===== src/sv/assert_macros.svh =====
// ----------------------------------------------------------------------------
// assert_macros.svh
// Clocked assertion helpers; they expand to nothing in synthesis builds.
// ----------------------------------------------------------------------------
`ifndef ASSERT_MACROS_SVH
`define ASSERT_MACROS_SVH

`ifndef SYNTHESIS

// Check that a property holds at every rising edge outside reset
`define ASSERT_CLK(lbl, clk, rst_n, prop) \
    lbl: assert property (@(posedge clk) disable iff (!rst_n) prop) \
        else $error("assertion failed");

// Check that a condition never holds outside reset
`define ASSERT_NEVER(lbl, clk, rst_n, expr) \
    lbl: assert property (@(posedge clk) disable iff (!rst_n) !(expr)) \
        else $error("forbidden condition seen");

`else

`define ASSERT_CLK(lbl, clk, rst_n, prop)
`define ASSERT_NEVER(lbl, clk, rst_n, expr)

`endif

`endif


===== src/sv/bmau_pkg.sv =====
// ----------------------------------------------------------------------------
// bmau_pkg
// Shared types and codes of the byte memory access unit.
// ----------------------------------------------------------------------------
`timescale 1ns / 1ps
`default_nettype none

package bmau_pkg;

    // Access mode as it arrives on the input word
    typedef enum logic [1:0] {
        MODE_NONE  = 2'd0,
        MODE_READ  = 2'd1,
        MODE_WRITE = 2'd2,
        MODE_BOTH  = 2'd3
    } mode_t;

    // Result status
    typedef enum logic [1:0] {
        ERR_OK      = 2'd0,
        ERR_BOUNDS  = 2'd1,
        ERR_ILLEGAL = 2'd2
    } err_t;

    // What the back end has to do with the memory
    typedef enum logic [1:0] {
        KIND_NONE  = 2'd0,
        KIND_READ  = 2'd1,
        KIND_WRITE = 2'd2
    } kind_t;

    // Number of byte lanes (one bank per lane)
    localparam int unsigned LANES     = 4;
    localparam int unsigned MAX_LEN   = 4;

    // Queue between front and back end
    localparam int unsigned QUEUE_DEPTH = 2;
    localparam int unsigned QUEUE_PTR_W = 1;
    localparam int unsigned QUEUE_CNT_W = 2;

    // Classified access handed from front to back end
    typedef struct packed {
        logic [31:0] address;
        logic [31:0] write_data;
        logic [2:0]  len;
        kind_t       kind;
        err_t        err;
        logic        to_reg;
    } op_t;

endpackage

`default_nettype wire


===== src/sv/bmau_front.sv =====
// ----------------------------------------------------------------------------
// bmau_front
// Classifies an incoming access: length clamp, mode decode, bound check.
// ----------------------------------------------------------------------------
`timescale 1ns / 1ps
`default_nettype none

module bmau_front
    import bmau_pkg::*;
#(
    parameter int unsigned MEM_BYTES = 65536
)
(
    input  wire logic [31:0] address,
    input  wire logic [31:0] write_data,
    input  wire logic [1:0]  mode,
    input  wire logic        mem_to_reg,
    input  wire logic [2:0]  access_bytes,
    output op_t              op
);

    logic [2:0]  len;
    logic [32:0] end_addr;
    logic        oob;

    // Clamp the length and form the unwrapped end address
    always_comb
    begin
        len      = (access_bytes > 3'(MAX_LEN)) ? 3'(MAX_LEN) : access_bytes;
        end_addr = {1'b0, address} + {30'b0, len};
        oob      = (end_addr > 33'(MEM_BYTES));
    end

    // Decode the mode into work for the back end
    always_comb
    begin
        op.address    = address;
        op.write_data = write_data;
        op.len        = len;
        op.to_reg     = mem_to_reg;
        op.kind       = KIND_NONE;
        op.err        = ERR_OK;
        case (mode_t'(mode))
            MODE_NONE:
            begin
                op.kind = KIND_NONE;
            end
            MODE_READ:
            begin
                if (oob)
                begin
                    op.err = ERR_BOUNDS;
                end
                else
                begin
                    op.kind = KIND_READ;
                end
            end
            MODE_WRITE:
            begin
                if (oob)
                begin
                    op.err = ERR_BOUNDS;
                end
                else
                begin
                    op.kind = KIND_WRITE;
                end
            end
            MODE_BOTH:
            begin
                op.err = ERR_ILLEGAL;
            end
            default:
            begin
                op.kind = KIND_NONE;
            end
        endcase
    end

endmodule

`default_nettype wire


===== config.mk =====
export PLATFORM = sky130hd
export DESIGN_NAME = bmau_front
export DESIGN_NICKNAME = d
export VERILOG_FILES = /design/src/sv/assert_macros.svh /design/src/sv/bmau_pkg.sv /design/src/sv/bmau_front.sv
export SDC_FILE = /design/constraint.sdc
export NUM_CORES = 1
export LEC_CHECK = 0
export ABC_AREA = 1
export BUFFER_PORTS_ARGS = -buffer_cell sky130_fd_sc_hd__buf_2
export CAP_MARGIN = 40
export CORE_UTILIZATION = 30
export DETAILED_ROUTE_END_ITERATION = 7
export PLACE_DENSITY = 0.64
export SLEW_MARGIN = 10
export SYNTH_ARGS = -nofsm -noshare
export SYNTH_HDL_FRONTEND = slang
export SYNTH_SLANG_ARGS = --single-unit

===== constraint.sdc =====
create_clock -name vclk -period 2.95
set_input_delay 0 -clock vclk [all_inputs]
set_output_delay 0 -clock vclk [all_outputs]
set_load 0.02 [all_outputs]

==> impl_metrics.tcl <==
set metrics [dict create \
    status "complete, no violations" \
    boundaryPins 142 \
    remaining_drc_errors 0 \
    p_sw_mw 0.155 \
    hold_class "input port to output port" \
    nClkBuffers 0 \
    power_frac_clock 0 \
    drt_iter0_drc 225 \
    grt_util_all_layers 0.149 \
    hold_viol_final 0 \
    synth_cell_type_count 21 \
    start_util 0.312 \
    cap_violations 0 \
    core_um2 6350 \
    cts_resized 0 \
    n_sequential_cell 0 \
    endpoint_kind "output port" \
    grt_pass1_wl_um 8740 \
    synth_fp_nets 474 \
    setup-violations-final 0 \
    synth_fa_ha_area_frac 0.0479 \
    die_w_um 83.3 \
    synthMuxAreaShare 0 \
    cpMostUsedCell "nand2_1" \
    syn_to_final_growth_pct -0.757 \
    yosys_warnings 0 \
    synth_area_um2 1980 \
    finalSetupTns_ps 0 \
    critPathMaxStageDelay_ps 290 \
    worstPathArrival_ps 2230 \
    synth-compound-area-share 0.0170 \
    syn_inst 397 \
    ir_drop_mv 0.0414 \
    postCtsSetupBuffers 0 \
    antenna_cells 0 \
    multi_input_area_um2 1340 \
    cp.required_ps 2950 \
    slowest_stage "ha_1" \
    globalRouteOverflowTotal 0 \
    crit_type "input port to output port" \
    finalCriticalPeriod_ps 2230 \
    die_h_um 83.3 \
    dr.pass1.iters 5 \
    slew_headroom 0.731 \
    start_kind "input port" \
    grt_pass1_vias 1918 \
    max_clock_freq_ghz 0.448 \
    tightestPinTransition_ps 402 \
    fin_crit_sh 0.757 \
    portBuffers 76 \
    final_nets 486 \
    avgSynthCellArea_um2 5.00 \
    switching_share 0.669 \
    drive_gt1_frac 0.246 \
    place.gp.congestion 0.947 \
    regArea_um2 0 \
    drv_slew 0 \
    hold_buffers 0 \
    power_frac_seq 0 \
    drtAntennaViolNets 0 \
    routed_wl_um 5390 \
    fillers 716 \
    critical_path.max_fanout 5 \
    wl_per_cell_um 11.1 \
    crit_chain "buf_2, nor2_1, ha_1, fa_1, nand2_1, nand2_1, nand2_2, o21ai_0, nand2_1, inv_1, nand2_1, nor2_1, nand3_1, nand2_1, nand3_1, nor2_1, buf_2" \
    synth_top_family_by_area "simple AND/OR/NAND/NOR gates" \
    vias 2249 \
    rsz0062_at_grt "false" \
    ys_seq_area_frac 0 \
    synth_xor_area_frac 0.00883 \
    p_leak_nw 1.10 \
    dp_hpwl_um 4730 \
    combPwrFrac 1.000 \
    antenna_found_initial 0 \
    vias_per_cell 4.65 \
    power_density_nw_per_um2 118 \
    synthSimpleGateAreaFrac 0.603 \
    grt_max_degree 7 \
    dieArea_um2 6940 \
    internal-power_mw 0.0766 \
    fp-row-count 29 \
    pre_cts_ws_ps 767 \
    fin_ws_ps 718 \
]
[layout make-up]
type / count / share of cell area
inverters: 40 / 0.0763
well taps: 77 / 0.0490
multi-input cells: 291 / 0.682
repair buffers: 76 / 0.193
[per-layer routing]
layer  share of wire  GRT usage
met1            0.47      0.204
met2            0.47      0.267
met3           0.054    0.00298
met4          0.0063     0.0204
met5               0          0
[power by group through the flow]
| stage | clock (mW) | sequential [mW] | combinational, mW |
|---|---|---|---|
| 6_report | 0 | 0 | 0.232 |
| 3_5_place_dp | 0 | 0 | 0.230 |
| 5_1_grt | 0 | 0 | 0.258 |
| 2_1_floorplan | 0 | 0 | 0.233 |
| 3_3_place_gp | 0 | 0 | 0.229 |
| 4_1_cts | 0 | 0 | 0.231 |
[cell usage in the layout (no fill, tap or decap), drive strengths merged]
cell type | netlist | layout
or2 | 1 | 1
nand4 | 3 | 3
fa | 1 | 1
nand2 | 154 | 154
nor3 | 2 | 2
inv | 40 | 40
nor2 | 83 | 83
nand3 | 21 | 21
xor2 | 2 | 2
o21ai | 4 | 4
ha | 6 | 6
nand3b | 12 | 12
buf | 65 | 76
a21oi | 1 | 1
o2111ai | 1 | 1
[metrics by stage]
step	utilization	power (mW)	hold slack [ps]	area, um2	instances
after detailed placement	0.310	0.230	0.137	1970	484
after global placement	0.310	0.229	0.137	1970	484
after CTS	0.310	0.231	0.137	1970	484
final	0.310	0.232	0.00717	1970	484
after global routing	0.310	0.258	0.0305	1970	484
after floorplan	-	0.233	88.9	1980	397
[kinds of logic after synthesis]
kind of cell / count (synthesis)
buf+inv: 106
simple gates: 276
fa+ha+maj: 7
xor+xnor: 2
compound gates: 6
[critical path, delay by kind of cell]
family,cells,cell delay (ps)
buf+inv,3,350
compound gates,1,250
fa+ha+maj,2,540
simple gates,11,1110
[path summary, 6_finish.rpt]
check                 slack (ps)      to  cells after the start       startpoint
worst min-delay path       0.007  op[11]                      0    write_data[3]
worst max-delay path         720   op[4]                     17  access_bytes[2]
[synthesized netlist by cell type]
cell type  number  area (um2)
nand4_1         3        18.8
inv_2           1        3.75
nand2_4         1        11.3
o21ai_0         4        20.0
nand3b_1       12        90.1
clkbuf_1        1        3.75
buf_4          65         488
ha_1            6        75.1
nor3_1          2        10.0
xor2_1          2        17.5
fa_1            1        20.0
nor2_4          3        33.8
nand2_1       146         548
or2_2           1        6.26
a21oi_1         1        5.00
nand3_1        21         105
inv_1          39         146
nand2_2         7        43.8
nor2_1         69         259
nor2_2         11        68.8
o2111ai_1       1        8.76
Note: power is estimated with default switching activity, not from simulation.
