File: config.mk
export PLATFORM = sky130hd
export DESIGN_NAME = bmau_fifo
export DESIGN_NICKNAME = d
export VERILOG_FILES = /design/src/sv/assert_macros.svh /design/src/sv/bmau_pkg.sv /design/src/sv/bmau_fifo.sv
export SDC_FILE = /design/constraint.sdc
export NUM_CORES = 1
export LEC_CHECK = 0
export BUFFER_PORTS_ARGS = -buffer_cell sky130_fd_sc_hd__buf_2
export CAP_MARGIN = 20
export CORE_ASPECT_RATIO = 1.25
export CORE_MARGIN = 2
export CORE_UTILIZATION = 47
export CTS_CLUSTER_SIZE = 30
export DETAILED_ROUTE_END_ITERATION = 8
export PLACE_DENSITY = 0.79
export SYNTH_ARGS = -nofsm -noshare
export SYNTH_HDL_FRONTEND = slang
export SYNTH_SLANG_ARGS = --single-unit
export TNS_END_PERCENT = 10
File: constraint.sdc
create_clock -name clk -period 4 [get_ports clk]
set_clock_uncertainty 0.2 [all_clocks]
set_input_delay 0.2 -clock clk [delete_from_list [all_inputs] [get_ports clk]]
set_output_delay 0.2 -clock clk [all_outputs]
set_load 0.1 [all_outputs]
File: src/sv/assert_macros.svh
// ----------------------------------------------------------------------------
// assert_macros.svh
// Clocked assertion helpers; they expand to nothing in synthesis builds.
// ----------------------------------------------------------------------------
`ifndef ASSERT_MACROS_SVH
`define ASSERT_MACROS_SVH

`ifndef SYNTHESIS

// Check that a property holds at every rising edge outside reset
`define ASSERT_CLK(lbl, clk, rst_n, prop) \
    lbl: assert property (@(posedge clk) disable iff (!rst_n) prop) \
        else $error("assertion failed");

// Check that a condition never holds outside reset
`define ASSERT_NEVER(lbl, clk, rst_n, expr) \
    lbl: assert property (@(posedge clk) disable iff (!rst_n) !(expr)) \
        else $error("forbidden condition seen");

`else

`define ASSERT_CLK(lbl, clk, rst_n, prop)
`define ASSERT_NEVER(lbl, clk, rst_n, expr)

`endif

`endif

File: src/sv/bmau_pkg.sv
// ----------------------------------------------------------------------------
// bmau_pkg
// Shared types and codes of the byte memory access unit.
// ----------------------------------------------------------------------------
`timescale 1ns / 1ps
`default_nettype none

package bmau_pkg;

    // Access mode as it arrives on the input word
    typedef enum logic [1:0] {
        MODE_NONE  = 2'd0,
        MODE_READ  = 2'd1,
        MODE_WRITE = 2'd2,
        MODE_BOTH  = 2'd3
    } mode_t;

    // Result status
    typedef enum logic [1:0] {
        ERR_OK      = 2'd0,
        ERR_BOUNDS  = 2'd1,
        ERR_ILLEGAL = 2'd2
    } err_t;

    // What the back end has to do with the memory
    typedef enum logic [1:0] {
        KIND_NONE  = 2'd0,
        KIND_READ  = 2'd1,
        KIND_WRITE = 2'd2
    } kind_t;

    // Number of byte lanes (one bank per lane)
    localparam int unsigned LANES     = 4;
    localparam int unsigned MAX_LEN   = 4;

    // Queue between front and back end
    localparam int unsigned QUEUE_DEPTH = 2;
    localparam int unsigned QUEUE_PTR_W = 1;
    localparam int unsigned QUEUE_CNT_W = 2;

    // Classified access handed from front to back end
    typedef struct packed {
        logic [31:0] address;
        logic [31:0] write_data;
        logic [2:0]  len;
        kind_t       kind;
        err_t        err;
        logic        to_reg;
    } op_t;

endpackage

`default_nettype wire

File: src/sv/bmau_fifo.sv
// ----------------------------------------------------------------------------
// bmau_fifo
// Short queue of classified accesses between the front and the back end.
// ----------------------------------------------------------------------------
`timescale 1ns / 1ps
`default_nettype none

module bmau_fifo
    import bmau_pkg::*;
(
    input  wire logic clk,
    input  wire logic rst_n,
    input  wire logic push,
    input  op_t       push_op,
    output logic      full,
    input  wire logic pop,
    output logic      not_empty,
    output op_t       head_op
);

    op_t                    entry_reg [QUEUE_DEPTH];
    logic [QUEUE_PTR_W-1:0] wr_ptr_reg, wr_ptr_next;
    logic [QUEUE_PTR_W-1:0] rd_ptr_reg, rd_ptr_next;
    logic [QUEUE_CNT_W-1:0] count_reg, count_next;

    // Status and head of queue
    assign full      = (count_reg == QUEUE_CNT_W'(QUEUE_DEPTH));
    assign not_empty = (count_reg != '0);
    assign head_op   = entry_reg[rd_ptr_reg];

    // Advance pointers and occupancy
    always_comb
    begin
        wr_ptr_next = wr_ptr_reg;
        rd_ptr_next = rd_ptr_reg;
        count_next  = count_reg;
        if (push)
        begin
            wr_ptr_next = (wr_ptr_reg == QUEUE_PTR_W'(QUEUE_DEPTH - 1)) ? '0
                                                                          : wr_ptr_reg + 1'b1;
        end
        if (pop)
        begin
            rd_ptr_next = (rd_ptr_reg == QUEUE_PTR_W'(QUEUE_DEPTH - 1)) ? '0
                                                                          : rd_ptr_reg + 1'b1;
        end
        if (push && !pop)
        begin
            count_next = count_reg + 1'b1;
        end
        else if (pop && !push)
        begin
            count_next = count_reg - 1'b1;
        end
    end

    always_ff @(posedge clk or negedge rst_n)
    begin
        if (!rst_n)
        begin
            wr_ptr_reg <= '0;
            rd_ptr_reg <= '0;
            count_reg  <= '0;
        end
        else
        begin
            wr_ptr_reg <= wr_ptr_next;
            rd_ptr_reg <= rd_ptr_next;
            count_reg  <= count_next;
        end
    end

    // Store the incoming access
    always_ff @(posedge clk)
    begin
        if (push)
        begin
            entry_reg[wr_ptr_reg] <= push_op;
        end
    end

endmodule

`default_nettype wire

==> reports/results.ini, run 1 <==
[run_status]
status = finished clean

[worst_setup_path]
critPathMaxStageDelay_ps = 420
worstSetupStartpointType = register
path_class = register to output port
slowest_stage = dfrtp_4
crit_path_start = rd_ptr_reg
cp.required_ps = 3600
path_max_fanout = 73
rr_startpoint = wr_ptr_reg
path_cells = buf_12 > mux2_4 > buf_2
critPathCaptureType = output port
arrival_ps = 2050

[synthesis]
ys_async_sr_fraction_pct = 2.70
syn_nets = 317
ys_top_cells_by_area = edfxtp_1 (75%), mux2_4 (18%), buf_12 (2.4%)
synth.cell_area_um2 = 5730
synth-edff-count = 144
yosysMostFrequentCell = edfxtp_1
synthCells = 240
synth_ff_type = edfxtp_1
syn_area_per_cell_um2 = 23.9
synth_cell_types = 14
yosys_warnings = 0
synth_top_area_share_pct = 75.4
synth_common_cells = edfxtp_1 (144), mux2_4 (69), buf_12 (7), dfrtp_1 (4), xor2_1 (4)
ys_ff_latch = 148
synth_seq_area_share_pct = 77.2
synth_area_leader_cell = edfxtp_1

[detailed_routing]
wl_per_cell_um = 16.3
ant_nets = 0
drt-pass1-iter-count = 4
drtIter0Drc = 120
drcViolationCount = 0
viasPerCell = 4.72
vias = 3093
wirelength_um = 10700

[place]
dpl_cell_area_um2 = 6590
hpwl_um = 5930
numPortBuffers = 149
place.gp.congestion = 0.683

[cells_and_area]
nNetsFinal = 555
final_util_pct = 65.7
largest_reg_flops = 144
diodes = 0
fillers = 822
area_growth_pct = 38.1
final_area_um2 = 7920
drive_above_1_share_pct = 52.7

[grt]
grt_pass1_wl_um = 15900
grt_pass1_vias = 3401
grt_overflow_total = 0
grt_usage_pct = 16.4
antenna_found_initial = 0
grt_max_degree = 74

[cts]
clockRootBuffer = clkbuf_16
clk_pin_slew_ps = 70
clk_path_buf_depth = 2
clk_latency_ps = 400
cts.repair.resized = 0
cts.sink_count = 148
h-tree-depth = 4
cts_made_buffers = 17
tritoncts = yes

[sta]
grt_setup_unrepaired = false
fin_tns_setup_ps = 0
relSlewSlack_pct = 32.9
slew_viol_final = 0
hold_violations = 0
finalSetupViolCount = 0
fin_crit_ps = 2450
max_freq_mhz = 408
finalCritPeriodShare_pct = 61.2
tightest_slew_ps = 1010

[floorplanning]
core_area_um2 = 12000
die_y_um = 127
die_w_um = 103
io_pins = 150
rows = 45
die_area_um2 = 13100
initial_core_util_pct = 47.6

[hold_path]
min_from = count_reg[1]
hp-class = register to register

[job]
drv_cap = 0

## critical path: cells and delay by family (launching register included)
kind	cells	cell delay, ps
buf+inv	2	830
mux	1	260
flops	1	420
## through the flow
stage / worst slack (ps) / cells / hold WS, ps
3_3_place_gp: 1930 / 547 / -193
4_1_cts: 1570 / 655 / 288
2_1_floorplan: 1090 / 240 / -296
6_report: 1550 / 655 / 290
3_5_place_dp: 1900 / 547 / -190
5_1_grt: 1520 / 655 / 300
## metal layers
metal | GRT usage, % | up-vias | share of wire, %
met5 | 0 | - | 0
met2 | 30.1 | 116 | 55
met4 | 8.28 | 0 | 2.5
met3 | 4.16 | 20 | 4.8
li1 | - | 1425 | -
met1 | 16.9 | 1532 | 38
## final cells by class
| type | instances | area (um^2) | share of cell area (%) |
|---|---|---|---|
| Sequential cell | 148 | 4430 | 55.9 |
| Timing Repair Buffer | 227 | 1550 | 19.5 |
| Multi-Input combinational cell | 83 | 1160 | 14.7 |
| Clock buffer | 17 | 425 | 5.37 |
| Tap cell | 164 | 205 | 2.59 |
| Clock inverter | 15 | 148 | 1.86 |
| Inverter | 1 | 3.75 | 0.0474 |
## worst paths after layout
kind,end,slack (ps),depth (start not counted)
worst min-delay path,count_reg[1],290,1
max in group asynchronous,rd_ptr_reg,2930,3
worst max-delay path,head_op[26],1550,3
worst min register to register,count_reg[1],290,1
min in group asynchronous,rd_ptr_reg,490,3
worst max register to register,entry_reg[0][42],1870,2
## cell families after synthesis
logic type / count (synthesis) / share of synthesized area, %
adders and majority gates: 1 / 0.218
buffers and inverters: 9 / 2.71
xor gates and xnor gates: 5 / 0.764
DFF: 148 / 77.2
and+or+nand+nor: 5 / 0.502
muxes: 72 / 18.7
## repair_timing
item	in CTS	in global routing
endpoints found under the hold margin	151	0
hold buffers	76	0
setup buffers	0	0
## cells in the final DEF (no fill, tap or decap), types with 2 or more instances in the layout
cell and instances:
dlygate4sd3_1 76, buf_2 149, edfxtp_1 144, inv_6 3, mux2_4 69, mux2_2 3, dfrtp_1 3, xor2_1 4
clkinv_4 3, inv_8 2, buf_12 2, clkbuf_16 17, clkinvlp_4 5
Power of run 1 is left out: the tool's default activity adds up to more than one toggle a clock period on the data nets, which glitch-free logic cannot reach.
==> run 2, diff against run 1 <==
Settings changed: CORE_UTILIZATION 47 to 52, PLACE_DENSITY 0.79 to 0.83.
Clock period 4 ns to 2.5 ns, I/O delays scaled along.
==> run 2 against run 1 <==
Final cell count is 4.1% lower. Critical path type unchanged. Routed wire length rose by 0.15%. Utilization rose by 8.8 points. Largest cell class unchanged. Via count shrank 2.7%. Worst hold slack lost 46 ps. Clock-buffer cell count grew 1. Sequential share of layout area fell by 0.18 points. Critical path depth unchanged. Die area down 9.3%. Critical endpoint is now head_op[52].
==> reports/results.ini, run 2 (synthesized netlist as in run 1, its figures left out) <==
[run_status]
status = finished clean

[grt]
grt_overflow_total = 0  ; unchanged
use_met3_pct = 5.41  ; +1.3 points
antenna_found_initial = 0  ; unchanged
grt.busiest_layer = met2
grt_max_degree = 39  ; -47%
grt_usage_pct = 18.5  ; +2.1 points
met2_usage_pct = 34.8  ; +4.7 points
grt_pass1_wl_um = 16500  ; +3.8%
gr-usage-met1_pct = 19.9  ; +2.9 points
grt_pass1_vias = 3260  ; -4.1%

[detailed_routing]
ant_nets = 0  ; unchanged
drcViolationCount = 0  ; unchanged
wirelength_um = 10700  ; +0.15%
drtIter0Drc = 162  ; +35%
vias = 3009  ; -2.7%
viasPerCell = 4.79  ; +1.5%
wl_per_cell_um = 17.0  ; +4.5%
drt-pass1-iter-count = 4  ; unchanged

[cts]
clk_latency_ps = 400  ; about the same
postCtsSetupBuffers = 0  ; unchanged
cts.repair.resized = 0  ; unchanged
h-tree-depth = 4  ; unchanged
clockRootBuffer = clkbuf_16
tritoncts = yes
clk_pin_slew_ps = 60  ; about the same
cts.sink_count = 148  ; unchanged
clk_path_buf_depth = 2  ; unchanged
cts_made_buffers = 17  ; unchanged

[cells_and_area]
layout_common_cells = buf_2 (149), edfxtp_1 (144), dlygate4sd3_1 (76)
area_growth_pct = 38.6
nNetsFinal = 560  ; +0.90%
largest_reg_flops = 144  ; unchanged
diodes = 0  ; unchanged
drive_above_1_share_pct = 52.6  ; -0.13 points
final_common_cell = buf_2

[worst_setup_path]
path_class = register to output port
cp.required_ps = 2170  ; -1430 ps
worstSetupStartpointType = register
ff2ff_path_depth = 2  ; unchanged
path_max_fanout = 18  ; -75%
arrival_ps = 1980  ; -70 ps
critPathCaptureType = output port

[sta]
fin_tns_setup_ps = 0  ; unchanged
finalCritPeriodShare_pct = 92.3
finalSetupViolCount = 0  ; unchanged
max_freq_mhz = 434
slew_viol_final = 0  ; unchanged
grt_setup_unrepaired = false
relSlewSlack_pct = 66.5  ; +34 points
fin_crit_ps = 2310
hold_violations = 0  ; unchanged
tightest_slew_ps = 502  ; -503 ps

[floorplanning]
die_w_um = 97.9  ; -4.7%
io_pins = 150  ; unchanged
die_area_um2 = 11900  ; -9.3%
core_area_um2 = 10700  ; -11%
die_y_um = 121  ; -4.8%
initial_core_util_pct = 53.8  ; +6.2 points
rows = 42  ; -6.7%

[hold_path]
hold_depth = 2  ; +1
hp-class = primary input to register

[place]
numPortBuffers = 149  ; unchanged
hpwl_um = 6460  ; +8.8%
place.gp.congestion = 0.685  ; +0.28%

[job]
drv_cap = 0  ; unchanged

## run 2: timing repair
action | in CTS | in global routing
endpoints found under the hold margin | 151 | 0
setup endpoints to repair | 0 | 0
hold buffers | 76 | 0
## run 2: critical path, cell delays in order, from the launching register on
cell     delay, ps
dfrtp_4        640
buf_4          300
mux2_2         350
buf_2          290
## run 2: layout make-up
type	count	area, um^2
Timing Repair Buffer	232	1600
Fill cell	632	2720
Sequential cell	148	4430
Multi-Input combinational cell	83	1160
Tap cell	132	165
Clock inverter	14	160
Clock buffer	18	429
Inverter	1	3.75
## run 2: per-stage QoR
step | setup WS, ps | cell area (um^2) | hold WS [ps] | cells | utilization [%]
after detailed placement | 605 | 6600 | -262 | 520 | 61.8
final | 194 | 7950 | 244 | 628 | 74.5
after CTS | 160 | 7950 | 219 | 628 | 74.5
after global routing | 98.5 | 7950 | 236 | 628 | 74.5
after floorplan | -248 | 5740 | -371 | 240 | -
after global placement | 619 | 6600 | -268 | 520 | 61.8
## run 2: worst paths after layout
path,slack [ps],startpoint,end
setup reg to reg,830,wr_ptr_reg,entry_reg[1][68]
hold reg to reg,300,count_reg[1],count_reg[1]
hold / removal,240,push_op[53],entry_reg[1][53]
min in group asynchronous,410,rst_n,count_reg[1]
setup / recovery,190,rd_ptr_reg,head_op[52]
max in group asynchronous,1490,rst_n,rd_ptr_reg
## run 2: routing by layer
metal | routed length (um) | share of wire (%)
met1 | 4000 | 37
met2 | 6210 | 58
met3 | 395 | 3.7
met4 | 95 | 0.89
met5 | 0 | 0
Power of run 2 is left out for the same reason.
